--- config.mk ---
export PLATFORM = sky130hd
export DESIGN_NAME = tcp_reorder_buffer_top
export DESIGN_NICKNAME = d
export VERILOG_FILES = /design/src/trb_pkg.sv /design/src/trb_datapath.sv /design/src/trb_ctrl.sv /design/src/tcp_reorder_buffer_top.sv
export SDC_FILE = /design/constraint.sdc
export NUM_CORES = 2
export LEC_CHECK = 0
export BUFFER_PORTS_ARGS = -buffer_cell sky130_fd_sc_hd__buf_4
export CAP_MARGIN = 0
export CORE_MARGIN = 1.5
export CORE_UTILIZATION = 60
export CTS_CLUSTER_DIAMETER = 40
export DETAILED_ROUTE_END_ITERATION = 12
export PLACE_DENSITY = 0.77
export SYNTH_ARGS = -nofsm -noshare
export SYNTH_HDL_FRONTEND = slang
export SYNTH_HIERARCHICAL = 1
export SYNTH_SLANG_ARGS = --single-unit
--- constraint.sdc ---
create_clock -name clk_i -period 10.5 [get_ports clk_i]
set_clock_uncertainty 0.1 [all_clocks]
set_input_delay 0.525 -clock clk_i [delete_from_list [all_inputs] [get_ports clk_i]]
set_output_delay 0.525 -clock clk_i [all_outputs]
set_load 0.005 [all_outputs]
--- src/trb_pkg.sv ---
// ----------------------------------------------------------------------------
// trb_pkg: shared types and constants of the TCP reorder buffer
// Widths, port codes, controller states and the command/status structs.
// ----------------------------------------------------------------------------
package trb_pkg;

  localparam int unsigned HoldDepth = 16;
  localparam int unsigned TagBits   = 16;
  localparam int unsigned IdxBits   = $clog2(HoldDepth);
  localparam logic [15:0] MssReset  = 16'd1460;
  localparam logic [31:0] SeqReset  = 32'd1;

  localparam logic [1:0] PortNonTcp  = 2'd0;
  localparam logic [1:0] PortAllTcp  = 2'd1;
  localparam logic [1:0] PortOrdered = 2'd2;

  localparam logic [0:0] RegMss = 1'b0;

  typedef enum logic [2:0] {
    StIdle,
    StClassify,
    StEmit,
    StAdvance,
    StScan,
    StCopy
  } state_e;

  typedef struct packed {
    logic load;       // capture the input beat
    logic hold;       // store the captured packet in the free slot
    logic advance;    // expected += mss and free stale entries
    logic take_hit;   // free the matched entry
    logic sel_held;   // output tag comes from the matched entry
  } cmd_t;

  typedef struct packed {
    logic valid_tcp;
    logic stale_or_dup;
    logic is_expected;
    logic emits;
    logic hit;         // an entry matches expected_seq
    logic hit_emits;
    logic full;
  } sts_t;

endpackage

--- src/trb_datapath.sv ---
// ----------------------------------------------------------------------------
// trb_datapath: captured packet, expected number and hold table
// Compares against all held entries and updates them on controller command.
// ----------------------------------------------------------------------------
module trb_datapath (
  input  logic                        clk_i,
  input  logic                        rst_ni,
  input  trb_pkg::cmd_t               cmd_i,
  output trb_pkg::sts_t               sts_o,
  input  logic                        in_valid_tcp_i,
  input  logic [31:0]                 in_seq_i,
  input  logic [trb_pkg::TagBits-1:0] in_tag_i,
  input  logic                        in_frag_i,
  input  logic                        in_lastf_i,
  input  logic [trb_pkg::TagBits-1:0] in_orig_i,
  input  logic                        cfg_we_i,
  input  logic [15:0]                 cfg_data_i,
  output logic [15:0]                 mss_o,
  output logic [trb_pkg::TagBits-1:0] item_tag_o,
  output logic [trb_pkg::TagBits-1:0] emit_tag_o
);
  import trb_pkg::*;

  logic                 valid_q;
  logic [31:0]          seq_q;
  logic [TagBits-1:0]   tag_q, etag_q;
  logic                 emits_q;
  logic [31:0]          exp_q, exp_d;
  logic [15:0]          mss_q;
  logic [HoldDepth-1:0] hv_q;
  logic [31:0]          hseq_q [HoldDepth];
  logic [TagBits-1:0]   htag_q [HoldDepth];
  logic [HoldDepth-1:0] hemit_q;
  logic [HoldDepth-1:0] dup_v, hit_v;
  logic [IdxBits-1:0]   free_idx, hit_idx;
  logic                 free_found;

  assign exp_d = exp_q + {16'd0, mss_q};

  always_comb begin
    free_idx   = '0;
    free_found = 1'b0;
    hit_idx    = '0;
    for (int i = HoldDepth - 1; i >= 0; i--) begin
      dup_v[i] = hv_q[i] && (hseq_q[i] == seq_q);
      hit_v[i] = hv_q[i] && (hseq_q[i] == exp_q);
      if (!hv_q[i]) begin
        free_idx   = IdxBits'(i);
        free_found = 1'b1;
      end
      if (hit_v[i]) hit_idx = IdxBits'(i);
    end
  end

  always_comb begin
    sts_o.valid_tcp    = valid_q;
    sts_o.stale_or_dup = (seq_q < exp_q) || (|dup_v);
    sts_o.is_expected  = seq_q == exp_q;
    sts_o.emits        = emits_q;
    sts_o.hit          = |hit_v;
    sts_o.hit_emits    = hemit_q[hit_idx];
    sts_o.full         = !free_found;
  end

  assign mss_o      = mss_q;
  assign item_tag_o = tag_q;
  assign emit_tag_o = cmd_i.sel_held ? htag_q[hit_idx] : etag_q;

  always_ff @(posedge clk_i) begin
    if (cmd_i.load) begin
      seq_q   <= in_seq_i;
      tag_q   <= in_tag_i;
      etag_q  <= in_frag_i ? in_orig_i : in_tag_i;
      emits_q <= !in_frag_i || in_lastf_i;
    end
    if (cmd_i.hold) begin
      hseq_q[free_idx]  <= seq_q;
      htag_q[free_idx]  <= etag_q;
      hemit_q[free_idx] <= emits_q;
    end
  end

  always_ff @(posedge clk_i or negedge rst_ni) begin
    if (!rst_ni) begin
      valid_q <= 1'b0;
      exp_q   <= SeqReset;
      mss_q   <= MssReset;
      hv_q    <= '0;
    end else begin
      if (cmd_i.load) valid_q <= in_valid_tcp_i;
      if (cfg_we_i) mss_q <= cfg_data_i;
      if (cmd_i.hold) hv_q[free_idx] <= 1'b1;
      if (cmd_i.take_hit) hv_q[hit_idx] <= 1'b0;
      if (cmd_i.advance) begin
        exp_q <= exp_d;
        for (int i = 0; i < HoldDepth; i++) begin
          if (hseq_q[i] < exp_d) hv_q[i] <= 1'b0;
        end
      end
    end
  end

endmodule

--- src/trb_ctrl.sv ---
// ----------------------------------------------------------------------------
// trb_ctrl: sequencing controller of the reorder buffer
// Steps through classify, ordered emission, drain and copy for one packet.
// ----------------------------------------------------------------------------
module trb_ctrl (
  input  logic          clk_i,
  input  logic          rst_ni,
  input  logic          in_valid_i,
  output logic          in_ready_o,
  output logic          out_valid_o,
  input  logic          out_ready_i,
  output logic [1:0]    out_port_o,
  output logic          out_ovf_o,
  output logic          out_last_o,
  output logic          out_sel_item_o,
  output trb_pkg::cmd_t cmd_o,
  input  trb_pkg::sts_t sts_i
);
  import trb_pkg::*;

  state_e state_q, state_d;
  logic   ovf_q, ovf_d;
  logic   held_q, held_d;  // the beat being emitted comes from the table
  logic   acc;

  assign acc = out_valid_o && out_ready_i;

  always_comb begin
    state_d = state_q;
    ovf_d   = ovf_q;
    held_d  = held_q;
    case (state_q)
      StIdle:     if (in_valid_i) state_d = StClassify;
      StClassify: begin
        ovf_d  = 1'b0;
        held_d = 1'b0;
        if (!sts_i.valid_tcp || sts_i.stale_or_dup) state_d = StCopy;
        else if (sts_i.is_expected) state_d = sts_i.emits ? StEmit : StAdvance;
        else begin
          ovf_d   = sts_i.full;
          state_d = StCopy;
        end
      end
      // The accepted emit beat has already advanced the expected number.
      StEmit:     if (acc) state_d = StScan;
      StAdvance:  state_d = StScan;
      StScan: begin
        if (!sts_i.hit) state_d = StCopy;
        else begin
          held_d  = 1'b1;
          state_d = sts_i.hit_emits ? StEmit : StAdvance;
        end
      end
      StCopy:     if (acc) state_d = StIdle;
      default:    state_d = StIdle;
    endcase
  end

  always_comb begin
    cmd_o          = '0;
    in_ready_o     = state_q == StIdle;
    out_valid_o    = (state_q == StEmit) || (state_q == StCopy);
    out_port_o     = PortOrdered;
    out_ovf_o      = 1'b0;
    out_last_o     = 1'b0;
    out_sel_item_o = 1'b0;
    case (state_q)
      StIdle:     cmd_o.load = in_valid_i;
      StClassify: cmd_o.hold = sts_i.valid_tcp && !sts_i.stale_or_dup &&
                               !sts_i.is_expected && !sts_i.full;
      StEmit: begin
        cmd_o.sel_held = held_q;
        // Leaving the emit state advances the expected number directly
        // and, for a drained entry, frees it together with the advance.
        cmd_o.advance  = acc;
        cmd_o.take_hit = acc && held_q;
      end
      StAdvance:  cmd_o.advance = 1'b1;
      StScan:     cmd_o.take_hit = sts_i.hit && !sts_i.hit_emits;
      StCopy: begin
        out_port_o     = sts_i.valid_tcp ? PortAllTcp : PortNonTcp;
        out_ovf_o      = ovf_q;
        out_last_o     = 1'b1;
        out_sel_item_o = 1'b1;
      end
      default: ;
    endcase
  end

  always_ff @(posedge clk_i or negedge rst_ni) begin
    if (!rst_ni) begin
      state_q <= StIdle;
      ovf_q   <= 1'b0;
      held_q  <= 1'b0;
    end else begin
      state_q <= state_d;
      ovf_q   <= ovf_d;
      held_q  <= held_d;
    end
  end

endmodule

--- src/tcp_reorder_buffer_top.sv ---
// ----------------------------------------------------------------------------
// tcp_reorder_buffer_top: TCP receive reorder buffer
// Sorts TCP packet descriptors by sequence number through a 16-entry table.
// ----------------------------------------------------------------------------
// One descriptor is taken at a time. A non-TCP descriptor passes through
// capture, classify and one copy beat. A valid TCP descriptor takes the
// same steps when stale, duplicate or out of order, and an in-order one
// adds an emit or advance step and a scan, repeated for each held entry
// drained behind it, since each drain step of the controller compares the
// expected number against all held entries and then advances it by the MSS.
// Output backpressure can stall each beat. The result beats of one
// descriptor are the ordered-port beats first, then one copy beat with tlast.
module tcp_reorder_buffer_top (
  input  logic        clk_i,
  input  logic        rst_ni,
  input  logic        s_axis_tvalid,
  output logic        s_axis_tready,
  // tdata: seq_number[31:0], item_tag[47:32], original_tag[63:48]
  input  logic [63:0] s_axis_tdata,
  // tuser: is_valid_tcp[0], is_fragment[1], is_last_fragment[2]
  input  logic [2:0]  s_axis_tuser,
  output logic        m_axis_tvalid,
  input  logic        m_axis_tready,
  // tdata: out_tag[15:0], store_overflow[16], zero fill above
  output logic [23:0] m_axis_tdata,
  // tuser: out_port[1:0]
  output logic [1:0]  m_axis_tuser,
  output logic        m_axis_tlast,
  input  logic        psel,
  input  logic        penable,
  input  logic        pwrite,
  input  logic [2:0]  paddr,
  input  logic [31:0] pwdata,
  output logic [31:0] prdata,
  output logic        pready
);
  import trb_pkg::*;

  cmd_t               cmd;
  sts_t               sts;
  logic [15:0]        mss;
  logic [TagBits-1:0] item_tag, emit_tag;
  logic               sel_item, ovf, cfg_we;

  assign pready = 1'b1;
  // The only register, mss, sits at byte address zero.
  assign cfg_we = psel && penable && pwrite && (paddr[2] == RegMss);
  assign prdata = (paddr[2] == RegMss) ? {16'd0, mss} : 32'd0;

  trb_ctrl u_ctrl (
    .clk_i          (clk_i),
    .rst_ni         (rst_ni),
    .in_valid_i     (s_axis_tvalid),
    .in_ready_o     (s_axis_tready),
    .out_valid_o    (m_axis_tvalid),
    .out_ready_i    (m_axis_tready),
    .out_port_o     (m_axis_tuser),
    .out_ovf_o      (ovf),
    .out_last_o     (m_axis_tlast),
    .out_sel_item_o (sel_item),
    .cmd_o          (cmd),
    .sts_i          (sts)
  );

  trb_datapath u_dp (
    .clk_i          (clk_i),
    .rst_ni         (rst_ni),
    .cmd_i          (cmd),
    .sts_o          (sts),
    .in_valid_tcp_i (s_axis_tuser[0]),
    .in_seq_i       (s_axis_tdata[31:0]),
    .in_tag_i       (s_axis_tdata[47:32]),
    .in_frag_i      (s_axis_tuser[1]),
    .in_lastf_i     (s_axis_tuser[2]),
    .in_orig_i      (s_axis_tdata[63:48]),
    .cfg_we_i       (cfg_we),
    .cfg_data_i     (pwdata[15:0]),
    .mss_o          (mss),
    .item_tag_o     (item_tag),
    .emit_tag_o     (emit_tag)
  );

  assign m_axis_tdata = {7'd0, ovf, sel_item ? item_tag : emit_tag};

endmodule
==> impl_metrics.ini <==
[outcome]
outcome = finished, final reports clean

[worst_setup_path]
worst_path_most_repeated_cell = a21oi_1
start_kind = flip-flop
max_stage_delay_ps = 1120
required_ps = 11000
cp-end-kind = flip-flop
r2r_start = u_dp/exp_q[0]
critPathArrivalTime_ps = 8260
crit_start = u_dp/exp_q[0]
crit_type = reg -> reg
crit_path_top_delay_cell = xnor2_2
cp_max_fo = 19

[cells_and_area]
seqCellArea_sq_um = 27300
utilization_pct = 69.8
drive_gt1_share_pct = 13.9
syn_to_final_growth_pct = 15.2
multi_input_area_sq_um = 28300
nets = 5498
design_area_sq_um = 65000
layout.cells.non_filler = 6218
fillers = 6525

[clocking]
cts_made_buffers = 140
path_clk_slew_ps = 50
clockRootBuffer = clkbuf_16
cts.sinks = 919
cts_setup_buffers = 0
ctsHoldBuffers = 84
cts-resized-gates = 0
h-tree-depth = 4
clk_path_buf_depth = 3
clk-insertion-delay-late_ps = 790
cts_tree = done

[placement]
dpl_cell_area_sq_um = 59400
place_inst = 5870
gp_congestion = 1.01
port_buffers = 128
hpwlAfterDp_microns = 129000

[yosys]
avgSynthCellArea_sq_um = 12.5
ys.flop_type = edfxtp_1
yosys.cell_types.count = 89
async_reset_ff_share_pct = 7.62
synth.area.top_cells = edfxtp_1 45%, ha_1 12%, xnor2_1 9.7%
seq_area_frac_synth_pct = 48.3
yosysMostFrequentCell = edfxtp_1
synth_cells = 4520
synth_top_area_share_pct = 45.2
yosysWarnings = 6
synth_common_cells = 849 x edfxtp_1, 625 x xnor2_1, 544 x ha_1
yosysTopAreaCell = edfxtp_1
synth_edf_count = 849
syn_area_sq_um = 56400
ys_seq_elements = 919

[grt]
grt.overflow.total = 0
grt_use_total_pct = 44.1
grt_pass1_wl_microns = 293000
grt_start_max_net_pins = 141
grt_pass1_vias = 40800
antenna_found_initial = 8

[sta]
min_period_ps = 7760
worstMarginPinSlew_ps = 1440
timing.slew.headroom_pct = 3.72
max_freq_mhz = 129
setup_viol = 0
timing.final.crit_share_pct = 73.9
slew_viol_final = 0
setup_tns_ps = 0
hold_viol = 0
rsz0062_at_grt = no
hold_slack_ps = 36.0

[floorplanning]
die_h_microns = 310
boundaryPins = 171
initial_core_util_pct = 60.6
fp-row-count = 112
die_w_microns = 310
core_area_sq_um = 93200
die_area_sq_um = 95900

[detailed_routing]
wl_per_cell_microns = 33.9
drt_iter0_markers = 5748
via_per_inst = 6.82
firstDrtPassIters = 6
wl_microns = 211000
final_antenna_net_count = 0
via_count = 42400
drc = 0

[job]
cap_violations = 0

[power]
p_per_area_nw_per_um2 = 195
cellLeakagePower_uw = 0.0240
ir_worst_vdd_mv = 0.198

[worst_hold_path]
min_path_type = in -> reg
worstHoldStart = s_axis_tvalid
==> layer usage <==
layer | global-route usage (%) | vias up | part of all wire [%]
met1 | 54.7 | 20300 | 35
met3 | 13.7 | 1042 | 14
li1 | - | 17600 | -
met2 | 63.8 | 3411 | 42
met4 | 35.0 | 10 | 9.7
met5 | 0 | - | 0.034
==> through the flow <==
| stage | worst slack, ps | power (uW) |
|---|---|---|
| 5_1_grt | 2620 | 13000 |
| 3_5_place_dp | 3220 | 7820 |
| 4_1_cts | 3150 | 12500 |
| 6_report | 2740 | 12700 |
| 3_3_place_gp | 3350 | 7720 |
| 2_1_floorplan | 4090 | 6350 |
==> flip-flops by register name, summed over array words and instances, names as in the netlist, 16 cells and up <==
register         count
u_dp/hseq_q        512
u_dp/htag_q        256
u_dp/item_tag_o     16
u_dp/hemit_q        16
u_dp/seq_q          32
u_dp/etag_q         16
u_dp/mss_o          16
u_dp/hv_q           16
u_dp/exp_q          32
==> placed cells by master (no fill, tap or decap), types with 11 or more instances in the layout <==
master           n
nand2b_1        61
mux2i_1        121
clkinv_2        20
dfrtp_1         61
o21ai_0        111
clkbuf_16      140
nor2_1          89
mux2_4          11
xnor2_1        601
a21o_1         152
a21oi_1        142
a2bb2oi_1       16
a41oi_1         12
nor2b_1        100
o2111ai_1       11
xor2_1         438
nor3_1          40
clkbuf_1        15
nor2_4          18
xnor2_2         24
inv_1           55
a211oi_1        31
dlygate4sd3_1   84
mux2_2          81
nand4_1        238
ha_1           544
conb_1          24
edfxtp_1       849
o22a_1          12
o21a_1          17
clkinvlp_4      14
buf_4          280
clkinv_1        11
nor4_1         146
nand3_1         71
a22oi_1         14
bufinv_16       11
inv_6           20
nand2_1         72
==> critical path, delay by kind of cell, from the launching register on <==
kind / cells / cell delay, ps
XOR/XNOR: 1 / 1120
flip-flops: 1 / 510
AND/OR/NAND/NOR: 6 / 730
AO/OA/AOI/OAI: 16 / 3380
buffers and inverters: 2 / 1080
adder cells (fa/ha/maj): 2 / 640
==> power breakdown <==
| part | internal, uW | leakage, uW | switching (uW) |
|---|---|---|---|
| Clock | 2810 | 0.00228 | 1860 |
| Sequential | 4230 | 0.00847 | 191 |
| Combinational | 1260 | 0.0133 | 2310 |
| Total | 8300 | 0.0240 | 4370 |
==> cell type report <==
class	count	share of cell area [%]
repair buffers	366	4.57
clock buffers	159	5.56
inverters	56	0.323
diodes	4	0.0154
multi-input cells	3361	43.5
clock inverters	99	1.71
well taps	1254	2.41
flip-flops and latches	919	41.9
==> kinds of logic (layout without fill, tap and decap cells) <==
logic type,count (synthesis),in the layout,synth area share (%)
simple gates,905,905,9.22
buf+inv,262,680,2.50
fa+ha+maj,545,545,12.1
other cells,2,28,0.0133
flops,919,919,48.3
mux,213,213,4.06
xor+xnor,1069,1069,16.6
compound gates,605,605,7.23
==> final timing paths <==
check                                     end  slack (ps)  depth (start not counted)
min in group asynchronous   u_ctrl/state_q[1]         150                          2
setup / recovery                 u_dp/hv_q[6]        2740                         27
hold reg to reg            u_dp/hseq_q[3][10]         350                          0
setup reg to reg                 u_dp/hv_q[6]        2740                         27
hold / removal              u_ctrl/state_q[0]          40                          4
max in group asynchronous      u_dp/exp_q[16]        8980                          3
Note: power is estimated with default switching activity, not from simulation.
